File: config.mk
export PLATFORM = sky130hd
export DESIGN_NAME = framed_keyword_command_parser_top
export DESIGN_NICKNAME = d
export VERILOG_FILES = /design/src/rtl/fkcp_pkg.sv /design/src/rtl/fkcp_front.sv /design/src/rtl/fkcp_queue.sv /design/src/rtl/fkcp_back.sv /design/src/rtl/framed_keyword_command_parser_top.sv
export VERILOG_INCLUDE_DIRS = /design/src /design/src/rtl
export SDC_FILE = /design/constraint.sdc
export NUM_CORES = 1
export LEC_CHECK = 0
export ABC_AREA = 1
export BUFFER_PORTS_ARGS = -buffer_cell sky130_fd_sc_hd__buf_2
export CAP_MARGIN = 5
export CORE_MARGIN = 2
export CORE_UTILIZATION = 46
export DETAILED_ROUTE_END_ITERATION = 7
export SLEW_MARGIN = 20
export SYNTH_ARGS = -nofsm -noshare
export SYNTH_HDL_FRONTEND = slang
export SYNTH_SLANG_ARGS = --single-unit
File: constraint.sdc
create_clock -name clock -period 5.7 [get_ports clock]
set_input_delay 0.285 -clock clock [delete_from_list [all_inputs] [get_ports clock]]
set_output_delay 0.285 -clock clock [all_outputs]
set_load 0.05 [all_outputs]
File: src/rtl/framed_keyword_command_parser_top_defines.svh
// Assertion macros shared by the command parser RTL.
`ifndef FRAMED_KEYWORD_COMMAND_PARSER_TOP_DEFINES_SVH
`define FRAMED_KEYWORD_COMMAND_PARSER_TOP_DEFINES_SVH

// Condition must hold in the same cycle as the trigger.
`define FKCP_ASSERT_NOW(label, clk, rst, ante, cons) \
   label: assert property (@(posedge clk) disable iff (rst) (ante) |-> (cons)) \
      else $error("fkcp assertion failed");

// Condition must hold in the cycle after the trigger.
`define FKCP_ASSERT_NEXT(label, clk, rst, ante, cons) \
   label: assert property (@(posedge clk) disable iff (rst) (ante) |=> (cons)) \
      else $error("fkcp assertion failed");

`endif

File: src/rtl/fkcp_pkg.sv
// Types, codes and keyword tables for the framed keyword command parser.
`timescale 1ns / 1ps

package fkcp_pkg;

   // Default frame buffer size in bytes
   localparam int BUFFER_BYTES_DEFAULT = 256;

   // Depth of the queue between the front and back parts
   localparam int QUEUE_DEPTH = 2;

   localparam int KW_COUNT = 8;
   localparam int KW_SLOTS = 24;
   localparam logic [8:0] MATCH_MAX = 9'd511;

   localparam logic [7:0] CHAR_OPEN  = 8'h21;  // '!'
   localparam logic [7:0] CHAR_CLOSE = 8'h3B;  // ';'

   // Keyword indexes
   localparam logic [2:0] KW_RESET      = 3'd0;
   localparam logic [2:0] KW_REGISTER   = 3'd1;
   localparam logic [2:0] KW_CREATE     = 3'd2;
   localparam logic [2:0] KW_RETRIEVE   = 3'd3;
   localparam logic [2:0] KW_UPDATE     = 3'd4;
   localparam logic [2:0] KW_DEREGISTER = 3'd5;
   localparam logic [2:0] KW_TEST_BEGIN = 3'd6;
   localparam logic [2:0] KW_TEST_END   = 3'd7;

   typedef enum logic [3:0] {
      ACT_NONE        = 4'd0,
      ACT_DEREG_RESET = 4'd1,
      ACT_REGISTER    = 4'd2,
      ACT_CREATE      = 4'd3,
      ACT_RETRIEVE    = 4'd4,
      ACT_UPDATE      = 4'd5,
      ACT_DEREGISTER  = 4'd6,
      ACT_ENTER_TEST  = 4'd7,
      ACT_EXIT_TEST   = 4'd8
   } action_type;

   typedef enum logic [2:0] {
      STS_IDLE         = 3'd0,
      STS_ACCEPTED     = 3'd1,
      STS_UNKNOWN      = 3'd2,
      STS_NOT_IN_TEST  = 3'd3,
      STS_ALREADY_TEST = 3'd4,
      STS_OVERRUN      = 3'd5
   } status_type;

   // Class of one beat, decided by the front part
   typedef enum logic [2:0] {
      KIND_READY = 3'd0,   // system ready event
      KIND_OPEN  = 3'd1,   // '!' byte
      KIND_CLOSE = 3'd2,   // ';' byte
      KIND_ZERO  = 3'd3,   // zero byte
      KIND_DATA  = 3'd4    // any other byte
   } kind_type;

   typedef struct packed {
      kind_type   kind;
      logic [7:0] value;
   } item_type;

   typedef enum logic [0:0] {
      FRAME_IDLE = 1'b0,
      FRAME_OPEN = 1'b1
   } frame_state_type;

   // Keyword length
   function automatic logic [8:0] kw_len(input logic [2:0] k);
      logic [8:0] len;
      case (k)
         KW_RESET:      len = 9'd5;
         KW_REGISTER:   len = 9'd8;
         KW_CREATE:     len = 9'd15;
         KW_RETRIEVE:   len = 9'd21;
         KW_UPDATE:     len = 9'd15;
         KW_DEREGISTER: len = 9'd10;
         KW_TEST_BEGIN: len = 9'd9;
         KW_TEST_END:   len = 9'd7;
         default:       len = 9'd0;
      endcase
      return len;
   endfunction

   // Keyword text, right-aligned: the last character sits in the low byte
   function automatic logic [KW_SLOTS*8-1:0] kw_text(input logic [2:0] k);
      logic [KW_SLOTS*8-1:0] txt;
      case (k)
         KW_RESET:      txt = "reset";
         KW_REGISTER:   txt = "register";
         KW_CREATE:     txt = "createDataModel";
         KW_RETRIEVE:   txt = "retrieveNotifications";
         KW_UPDATE:     txt = "updateDataModel";
         KW_DEREGISTER: txt = "deregister";
         KW_TEST_BEGIN: txt = "testBegin";
         KW_TEST_END:   txt = "testEnd";
         default:       txt = '0;
      endcase
      return txt;
   endfunction

   // Character idx of keyword k, zero past its end
   function automatic logic [7:0] kw_char(input logic [2:0] k, input logic [4:0] idx);
      logic [8:0]            len9;
      logic [4:0]            len5;
      logic [4:0]            pos;
      logic [KW_SLOTS*8-1:0] txt;
      logic [7:0]            ch;
      len9 = kw_len(k);
      len5 = len9[4:0];
      txt  = kw_text(k);
      pos  = len5 - idx - 5'd1;
      if (idx < len5) begin
         ch = txt[pos*8 +: 8];
      end else begin
         ch = 8'd0;
      end
      return ch;
   endfunction

endpackage

File: src/rtl/fkcp_front.sv
// Front part: accepts input beats and classifies each one.
`timescale 1ns / 1ps

module fkcp_front (
   input  logic               clock,
   input  logic               reset,
   input  logic               req_tvalid,
   output logic               req_tready,
   input  logic [7:0]         req_tdata,   // byte_value
   input  logic               req_tuser,   // command
   output logic               item_valid,
   input  logic               item_ready,
   output fkcp_pkg::item_type item_data
);

   logic               valid_ff, valid_in;
   fkcp_pkg::item_type item_ff, item_in;
   logic               take;

   // Stage is free when empty or when its beat moves on this cycle
   assign req_tready = !valid_ff || item_ready;
   assign take       = req_tvalid && req_tready;

   // Classify the incoming beat
   always_comb begin
      item_in.value = req_tdata;
      if (req_tuser) begin
         item_in.kind = fkcp_pkg::KIND_READY;
      end else if (req_tdata == fkcp_pkg::CHAR_OPEN) begin
         item_in.kind = fkcp_pkg::KIND_OPEN;
      end else if (req_tdata == fkcp_pkg::CHAR_CLOSE) begin
         item_in.kind = fkcp_pkg::KIND_CLOSE;
      end else if (req_tdata == 8'd0) begin
         item_in.kind = fkcp_pkg::KIND_ZERO;
      end else begin
         item_in.kind = fkcp_pkg::KIND_DATA;
      end
   end

   assign valid_in = take || (valid_ff && !item_ready);

   always_ff @(posedge clock) begin
      if (reset) begin
         valid_ff <= 1'b0;
      end else begin
         valid_ff <= valid_in;
      end
   end

   always_ff @(posedge clock) begin
      if (take) begin
         item_ff <= item_in;
      end
   end

   assign item_valid = valid_ff;
   assign item_data  = item_ff;

endmodule

File: src/rtl/fkcp_queue.sv
// Short queue of classified beats between the front and back parts.
`timescale 1ns / 1ps

`include "framed_keyword_command_parser_top_defines.svh"

module fkcp_queue (
   input  logic               clock,
   input  logic               reset,
   input  logic               push_valid,
   output logic               push_ready,
   input  fkcp_pkg::item_type push_data,
   output logic               pop_valid,
   input  logic               pop_ready,
   output fkcp_pkg::item_type pop_data
);

   localparam int PTR_W = (fkcp_pkg::QUEUE_DEPTH > 1) ? $clog2(fkcp_pkg::QUEUE_DEPTH) : 1;
   localparam int CNT_W = $clog2(fkcp_pkg::QUEUE_DEPTH + 1);
   localparam logic [CNT_W-1:0] FULL_COUNT  = CNT_W'(fkcp_pkg::QUEUE_DEPTH);
   localparam logic [PTR_W-1:0] LAST_SLOT   = PTR_W'(fkcp_pkg::QUEUE_DEPTH - 1);

   fkcp_pkg::item_type slot_ff [fkcp_pkg::QUEUE_DEPTH];
   logic [PTR_W-1:0]   wr_ptr_ff, wr_ptr_in;
   logic [PTR_W-1:0]   rd_ptr_ff, rd_ptr_in;
   logic [CNT_W-1:0]   count_ff, count_in;
   logic               push, pop;

   assign push_ready = (count_ff != FULL_COUNT);
   assign pop_valid  = (count_ff != '0);
   assign push       = push_valid && push_ready;
   assign pop        = pop_valid && pop_ready;
   assign pop_data   = slot_ff[rd_ptr_ff];

   // Pointer and fill count update
   always_comb begin
      wr_ptr_in = wr_ptr_ff;
      rd_ptr_in = rd_ptr_ff;
      if (push) begin
         wr_ptr_in = (wr_ptr_ff == LAST_SLOT) ? '0 : wr_ptr_ff + PTR_W'(1);
      end
      if (pop) begin
         rd_ptr_in = (rd_ptr_ff == LAST_SLOT) ? '0 : rd_ptr_ff + PTR_W'(1);
      end
      count_in = count_ff;
      if (push && !pop) begin
         count_in = count_ff + CNT_W'(1);
      end else if (pop && !push) begin
         count_in = count_ff - CNT_W'(1);
      end
   end

   always_ff @(posedge clock) begin
      if (reset) begin
         wr_ptr_ff <= '0;
         rd_ptr_ff <= '0;
         count_ff  <= '0;
      end else begin
         wr_ptr_ff <= wr_ptr_in;
         rd_ptr_ff <= rd_ptr_in;
         count_ff  <= count_in;
      end
   end

   always_ff @(posedge clock) begin
      if (push) begin
         slot_ff[wr_ptr_ff] <= push_data;
      end
   end

   // Pointers must coincide whenever the queue is empty or full
   `FKCP_ASSERT_NOW(a_queue_ptr_count, clock, reset, (count_ff == '0) || (count_ff == FULL_COUNT), wr_ptr_ff == rd_ptr_ff)

endmodule

File: src/rtl/fkcp_back.sv
// Back part: frame tracking, keyword matching, test mode and the result register.
`timescale 1ns / 1ps

`include "framed_keyword_command_parser_top_defines.svh"

module fkcp_back #(
   parameter int BUFFER_BYTES = fkcp_pkg::BUFFER_BYTES_DEFAULT
) (
   input  logic               clock,
   input  logic               reset,
   input  logic               item_valid,
   output logic               item_ready,
   input  fkcp_pkg::item_type item_data,
   output logic               rsp_tvalid,
   input  logic               rsp_tready,
   output logic [7:0]         rsp_tdata    // action[3:0], status[6:4], test_mode[7]
);

   localparam int LEN_W = $clog2(BUFFER_BYTES + 1);
   localparam logic [LEN_W-1:0] LEN_LAST  = LEN_W'(BUFFER_BYTES - 1);
   localparam logic [LEN_W-1:0] LEN_LIMIT = LEN_W'(BUFFER_BYTES);

   fkcp_pkg::frame_state_type state_ff, state_in;
   logic [LEN_W-1:0]          frame_len_ff, frame_len_in;
   logic [7:0]                alive_ff, alive_in;
   logic                      zero_seen_ff, zero_seen_in;
   logic [8:0]                match_len_ff, match_len_in;
   logic                      test_mode_ff, test_mode_in;
   logic                      rsp_valid_ff, rsp_valid_in;
   logic [7:0]                rsp_data_ff, rsp_data_in;

   fkcp_pkg::action_type action;
   fkcp_pkg::status_type status;
   logic                 exec;
   logic                 overrun;
   logic                 hit_found;
   logic [2:0]           hit_idx;

   // Take a beat when the result register is free or being drained
   assign item_ready = !rsp_valid_ff || rsp_tready;
   assign exec       = item_valid && item_ready;
   assign overrun    = (frame_len_ff == LEN_LAST);

   // First live keyword whose length equals the text length
   always_comb begin
      hit_found = 1'b0;
      hit_idx   = '0;
      for (int k = 0; k < fkcp_pkg::KW_COUNT; k++) begin
         if (!hit_found && alive_ff[k] && (match_len_ff == fkcp_pkg::kw_len(3'(k)))) begin
            hit_found = 1'b1;
            hit_idx   = 3'(k);
         end
      end
   end

   // Frame state: next state
   always_comb begin
      state_in = state_ff;
      if (exec && item_data.kind != fkcp_pkg::KIND_READY) begin
         case (state_ff)
            fkcp_pkg::FRAME_IDLE: begin
               if (item_data.kind == fkcp_pkg::KIND_OPEN) begin
                  state_in = fkcp_pkg::FRAME_OPEN;
               end
            end
            fkcp_pkg::FRAME_OPEN: begin
               if (item_data.kind == fkcp_pkg::KIND_CLOSE || overrun) begin
                  state_in = fkcp_pkg::FRAME_IDLE;
               end
            end
            default: state_in = fkcp_pkg::FRAME_IDLE;
         endcase
      end
   end

   // Frame state: datapath and result
   always_comb begin
      frame_len_in = frame_len_ff;
      alive_in     = alive_ff;
      zero_seen_in = zero_seen_ff;
      match_len_in = match_len_ff;
      test_mode_in = test_mode_ff;
      action       = fkcp_pkg::ACT_NONE;
      status       = fkcp_pkg::STS_IDLE;
      if (item_data.kind == fkcp_pkg::KIND_READY) begin
         test_mode_in = 1'b0;
      end else begin
         case (state_ff)
            fkcp_pkg::FRAME_IDLE: begin
               if (item_data.kind == fkcp_pkg::KIND_OPEN) begin
                  frame_len_in = '0;
                  alive_in     = 8'hFF;
                  zero_seen_in = 1'b0;
                  match_len_in = '0;
               end
            end
            fkcp_pkg::FRAME_OPEN: begin
               if (item_data.kind == fkcp_pkg::KIND_CLOSE) begin
                  // Resolve the command and apply the test mode rules
                  if (!hit_found) begin
                     status = fkcp_pkg::STS_UNKNOWN;
                  end else if (hit_idx == fkcp_pkg::KW_TEST_BEGIN) begin
                     if (test_mode_ff) begin
                        status = fkcp_pkg::STS_ALREADY_TEST;
                     end else begin
                        test_mode_in = 1'b1;
                        action       = fkcp_pkg::ACT_ENTER_TEST;
                        status       = fkcp_pkg::STS_ACCEPTED;
                     end
                  end else if (!test_mode_ff) begin
                     status = fkcp_pkg::STS_NOT_IN_TEST;
                  end else begin
                     if (hit_idx == fkcp_pkg::KW_TEST_END) begin
                        test_mode_in = 1'b0;
                     end
                     action = fkcp_pkg::action_type'({1'b0, hit_idx} + 4'd1);
                     status = fkcp_pkg::STS_ACCEPTED;
                  end
               end else begin
                  // Text stops growing at the first zero byte
                  if (!zero_seen_ff) begin
                     if (item_data.kind == fkcp_pkg::KIND_ZERO) begin
                        zero_seen_in = 1'b1;
                     end else begin
                        for (int k = 0; k < fkcp_pkg::KW_COUNT; k++) begin
                           if (match_len_ff >= fkcp_pkg::kw_len(3'(k)) ||
                               fkcp_pkg::kw_char(3'(k), match_len_ff[4:0]) != item_data.value)
                           begin
                              alive_in[k] = 1'b0;
                           end
                        end
                        if (match_len_ff != fkcp_pkg::MATCH_MAX) begin
                           match_len_in = match_len_ff + 9'd1;
                        end
                     end
                  end
                  frame_len_in = frame_len_ff + LEN_W'(1);
                  if (overrun) begin
                     status = fkcp_pkg::STS_OVERRUN;
                  end
               end
            end
            default: ;
         endcase
      end
   end

   assign rsp_valid_in = exec || (rsp_valid_ff && !rsp_tready);
   assign rsp_data_in  = {test_mode_in, status, action};

   always_ff @(posedge clock) begin
      if (reset) begin
         state_ff     <= fkcp_pkg::FRAME_IDLE;
         frame_len_ff <= '0;
         alive_ff     <= '0;
         zero_seen_ff <= 1'b0;
         match_len_ff <= '0;
         test_mode_ff <= 1'b0;
         rsp_valid_ff <= 1'b0;
      end else begin
         rsp_valid_ff <= rsp_valid_in;
         if (exec) begin
            state_ff     <= state_in;
            frame_len_ff <= frame_len_in;
            alive_ff     <= alive_in;
            zero_seen_ff <= zero_seen_in;
            match_len_ff <= match_len_in;
            test_mode_ff <= test_mode_in;
         end
      end
   end

   always_ff @(posedge clock) begin
      if (exec) begin
         rsp_data_ff <= rsp_data_in;
      end
   end

   assign rsp_tvalid = rsp_valid_ff;
   assign rsp_tdata  = rsp_data_ff;

   // An open frame never holds a full buffer
   `FKCP_ASSERT_NOW(a_open_below_limit, clock, reset, state_ff == fkcp_pkg::FRAME_OPEN, frame_len_ff < LEN_LIMIT)
   // Entering test mode leaves the flag set
   `FKCP_ASSERT_NEXT(a_enter_sets_mode, clock, reset, exec && action == fkcp_pkg::ACT_ENTER_TEST, test_mode_ff)
   // An accepted command always carries an action
   `FKCP_ASSERT_NOW(a_accept_has_action, clock, reset, rsp_valid_ff && rsp_data_ff[6:4] == fkcp_pkg::STS_ACCEPTED, rsp_data_ff[3:0] != fkcp_pkg::ACT_NONE)

endmodule

File: src/rtl/framed_keyword_command_parser_top.sv
// Top level of the framed keyword command parser.
`timescale 1ns / 1ps

// Parses a byte stream of '!'-opened, ';'-closed command frames and returns one
// result beat (action, status, test mode) for every input beat. A new beat is
// taken every cycle while the result side does not stall; a result passes the
// front classify register, a queue slot and the result register, and the
// sustained rate is one beat per cycle, set by the keyword match in the
// back part. Frames reaching BUFFER_BYTES bytes are dropped with an overrun.
module framed_keyword_command_parser_top #(
   parameter int BUFFER_BYTES = fkcp_pkg::BUFFER_BYTES_DEFAULT
) (
   input  logic       clock,
   input  logic       reset,
   input  logic       req_tvalid,
   output logic       req_tready,
   input  logic [7:0] req_tdata,    // byte_value[7:0]
   input  logic       req_tuser,    // command
   output logic       rsp_tvalid,
   input  logic       rsp_tready,
   output logic [7:0] rsp_tdata     // action[3:0], status[6:4], test_mode[7]
);

   logic               front_valid, front_ready;
   fkcp_pkg::item_type front_item;
   logic               queue_valid, queue_ready;
   fkcp_pkg::item_type queue_item;

   fkcp_front u_front (
      .clock      (clock),
      .reset      (reset),
      .req_tvalid (req_tvalid),
      .req_tready (req_tready),
      .req_tdata  (req_tdata),
      .req_tuser  (req_tuser),
      .item_valid (front_valid),
      .item_ready (front_ready),
      .item_data  (front_item)
   );

   fkcp_queue u_queue (
      .clock      (clock),
      .reset      (reset),
      .push_valid (front_valid),
      .push_ready (front_ready),
      .push_data  (front_item),
      .pop_valid  (queue_valid),
      .pop_ready  (queue_ready),
      .pop_data   (queue_item)
   );

   fkcp_back #(
      .BUFFER_BYTES (BUFFER_BYTES)
   ) u_back (
      .clock      (clock),
      .reset      (reset),
      .item_valid (queue_valid),
      .item_ready (queue_ready),
      .item_data  (queue_item),
      .rsp_tvalid (rsp_tvalid),
      .rsp_tready (rsp_tready),
      .rsp_tdata  (rsp_tdata)
   );

endmodule

==> flow_metrics.py <==
metrics = {
    "logic_synthesis": {
        "async_flop_share": 0,
        "synth-compound-area-share": 0.120,
        "synthCells": 816,
        "ys_ff_latch": 77,
        "yosysSeqAreaShare": 0.343,
        "synthMuxAreaShare": 0.00176,
        "synth_cell_types": 47,
        "synth_fa_ha_area_frac": 0.0681,
        "synthXorXnorAreaFrac": 0.0336,
        "synth_ff_type": "edfxtp_1",
        "synth_warnings": 0,
        "synth_nets": 860,
        "yosys.area.top_type": "edfxtp_1",
        "synthTopCellsByArea": "edfxtp_1 22%, nand2_1 15%, dfxtp_1 13%, nand3_1 7.3%, ha_1 6.8%",
        "synth-edff-count": 41,
        "netlist.area_leader.share": 0.216,
        "synth-simple-area-share": 0.359,
        "synth_area_um2": 5690,
        "synth_top_family_by_area": "simple AND/OR/NAND/NOR gates",
        "avgSynthCellArea_um2": 6.98,
    },
    "timing": {
        "max_freq_ghz": 0.290,
        "rsz0062_at_grt": "no",
        "fin_crit_sh": 0.606,
        "relSlewSlack": 0.410,
        "slew_violations": 0,
        "min_period_ns": 3.45,
        "fin_setup_tns_ns": 0,
        "finalHoldViolations": 0,
        "setup_viol": 0,
        "fin_skew_ns": 0.00424,
        "worstMarginPinSlew_ns": 0.881,
    },
    "placement": {
        "io_buffers": 22,
        "hpwl_um": 12100,
        "gp_congestion": 0.992,
        "dp.cells": 986,
    },
    "critical_path": {
        "crit_top_cell": "nand2_1",
        "crit_chain": "inv_1 > ha_1 > nand3_1 > nor2_1 > nand3_1 > nand2_1 > nor2_1 > nand2_1 > o311ai_0 > ha_1 > ha_1 > nand2_1 > o21bai_1 > nand2_1",
        "crit_type": "reg -> reg",
        "end_kind": "flip-flop",
        "critPathLaunchType": "flip-flop",
        "cp_slowest_cell": "dfxtp_1",
        "crit_required_ns": 5.78,
        "cp_max_fo": 12,
        "arrival_ns": 3.54,
        "slowest_delay_ns": 0.60,
    },
    "hold_path": {
        "hold_class": "in -> reg",
    },
    "clock_tree": {
        "clk_path_buf_depth": 2,
        "htreeDepth": 3,
        "numCtsBuffers": 9,
        "clock_sinks": 77,
        "cts_resized": 0,
        "ctsHoldBuffers": 0,
        "clkTransAtPathRegs_ns": 0.06,
        "clk_latency_ns": 0.33,
        "clockRootBuffer": "clkbuf_16",
        "cts_tree": "done",
        "post_cts.repair.setup_buffers": 0,
    },
    "cells_and_area": {
        "fillerInstances": 1202,
        "area_growth_pct": 8.95,
        "drive_above_1_share": 0.0983,
        "finalNonFillerCells": 1002,
        "final_nets": 873,
        "diodes": 0,
    },
    "route": {
        "drtIter0Drc": 411,
        "antenna_left": 0,
        "wl_um": 16300,
        "vias_per_cell": 5.43,
        "drc": 0,
        "first_pass_iters": 7,
        "avgRoutedWirePerCell_um": 16.3,
        "via_count": 5442,
    },
    "run_status": {
        "status": "completed",
    },
    "floorplanning": {
        "dieHeight_um": 115,
        "die_area_um2": 13300,
        "core_area_um2": 12100,
        "die_w_um": 115,
        "floorplan.initialDensity": 0.472,
        "fp-row-count": 40,
        "pin_count": 23,
    },
    "global_routing": {
        "grt-ovfl-total": 0,
        "first_global_vias": 5139,
        "grt.total_usage": 0.256,
        "grt_max_degree": 18,
        "grt_pass1_wl_um": 26200,
        "antenna_found_initial": 0,
    },
    "power": {
        "p_leak_nw": 2.77,
        "irDropWorstVdd_mv": 0.347,
        "total_power_w": 0.00265,
        "power_density_nw_per_um2": 428,
    },
    "run": {
        "maxCapViolCount": 0,
    },
}
-- synthesized netlist by cell type, types with 2 or more instances --
library cell	number
a211oi_1	7
a21oi_1	45
a31oi_1	3
buf_2	6
buf_4	4
buf_6	2
clkbuf_1	8
dfxtp_1	36
edfxtp_1	41
ha_1	31
inv_1	73
inv_2	9
nand2_1	225
nand2_2	7
nand2_4	2
nand3_1	83
nand3b_1	3
nand4_1	17
nor2_1	89
nor2_2	7
nor3_1	16
nor4_1	4
o211ai_1	5
o21ai_0	39
o21ai_2	6
o21bai_1	2
o22ai_1	3
or2_1	2
or2_2	5
xor2_1	19
-- critical path, delay by kind of cell, from the launching register on --
| family | cells | cell delay [ns] |
|---|---|---|
| flops | 1 | 0.60 |
| compound gates | 2 | 0.73 |
| buf+inv | 1 | 0.28 |
| simple gates | 8 | 0.80 |
| fa+ha+maj | 3 | 0.80 |
-- layout make-up --
type,instances,area (µm²),area share
multi-input combinational,636,3320,0.535
tap,168,210,0.0339
clock inverter,7,73.8,0.0119
inverter,83,312,0.0502
sequential,77,1950,0.315
clock buffer,9,225,0.0363
timing repair buffer,22,110,0.0178
-- state kept, by name (all words and copies together), names as in the netlist, named ones only --
signal	cells
u_queue.slot_ff	22
u_front.item_data	11
u_back.frame_len_ff	9
u_back.match_len_ff	9
u_back.alive_ff	8
u_back.rsp_tdata	8
u_queue.count_ff	2
u_back.rsp_tvalid	1
u_back.state_ff	1
u_back.test_mode_ff	1
u_back.zero_seen_ff	1
u_front.item_valid	1
u_queue.rd_ptr_ff	1
u_queue.wr_ptr_ff	1
-- cells in the final DEF, fill, tap and decap left out, types with 6 or more instances in the layout --
| master | Yosys | final |
|---|---|---|
| a211oi_1 | 7 | 7 |
| a21oi_1 | 45 | 45 |
| buf_2 | 6 | 22 |
| clkbuf_16 | 0 | 9 |
| dfxtp_1 | 36 | 36 |
| edfxtp_1 | 41 | 41 |
| ha_1 | 31 | 31 |
| inv_1 | 73 | 73 |
| inv_2 | 9 | 9 |
| nand2_1 | 225 | 225 |
| nand2_2 | 7 | 7 |
| nand3_1 | 83 | 83 |
| nand4_1 | 17 | 17 |
| nor2_1 | 89 | 88 |
| nor2_2 | 7 | 8 |
| nor3_1 | 16 | 16 |
| o21ai_0 | 39 | 39 |
| o21ai_2 | 6 | 6 |
| xor2_1 | 19 | 19 |
-- per-layer routing --
layer,vias up,wire length (µm),global-route usage
met5,-,0,0
met4,0,677,0.119
met3,37,858,0.0306
met2,170,7680,0.423
met1,2487,7090,0.335
li1,2748,-,-
-- cells by family (layout without fill, tap and decap cells) --
family	count (synthesis)	after routing
xor+xnor	21	21
simple gates	466	466
compound gates	117	117
flops	77	77
mux	1	1
fa+ha+maj	31	31
buf+inv	103	121
-- worst paths after layout --
path / from / end / slack [ns] / depth (start not counted)
worst min-delay path: req_tdata[7] / u_front.item_data[7] / 0.14 / 1
worst max register to register: u_back.match_len_ff[1] / u_back.rsp_tdata[7] / 2.25 / 14
worst max-delay path: u_back.match_len_ff[1] / u_back.rsp_tdata[7] / 2.25 / 14
worst min register to register: u_front.item_data[8] / u_queue.slot_ff[0][8] / 0.44 / 0
-- metrics by stage --
stage	area, µm²	utilization	hold WS (ns)	setup slack, ns
final	6200	0.514	0.137	2.25
after global placement	5900	0.489	0.427	2.54
after detailed placement	5900	0.489	0.431	2.34
after CTS	6200	0.514	0.129	2.30
after global routing	6200	0.514	0.140	2.04
after floorplan	5690	-	0.384	2.95
-- report_power, final --
group	switching (W)	total [W]	internal (W)
Combinational	0.000917	0.00132	0.000398
Sequential	0.0000851	0.000771	0.000686
Clock	0.000225	0.000565	0.000340
Note: power is estimated with default switching activity, not from simulation.
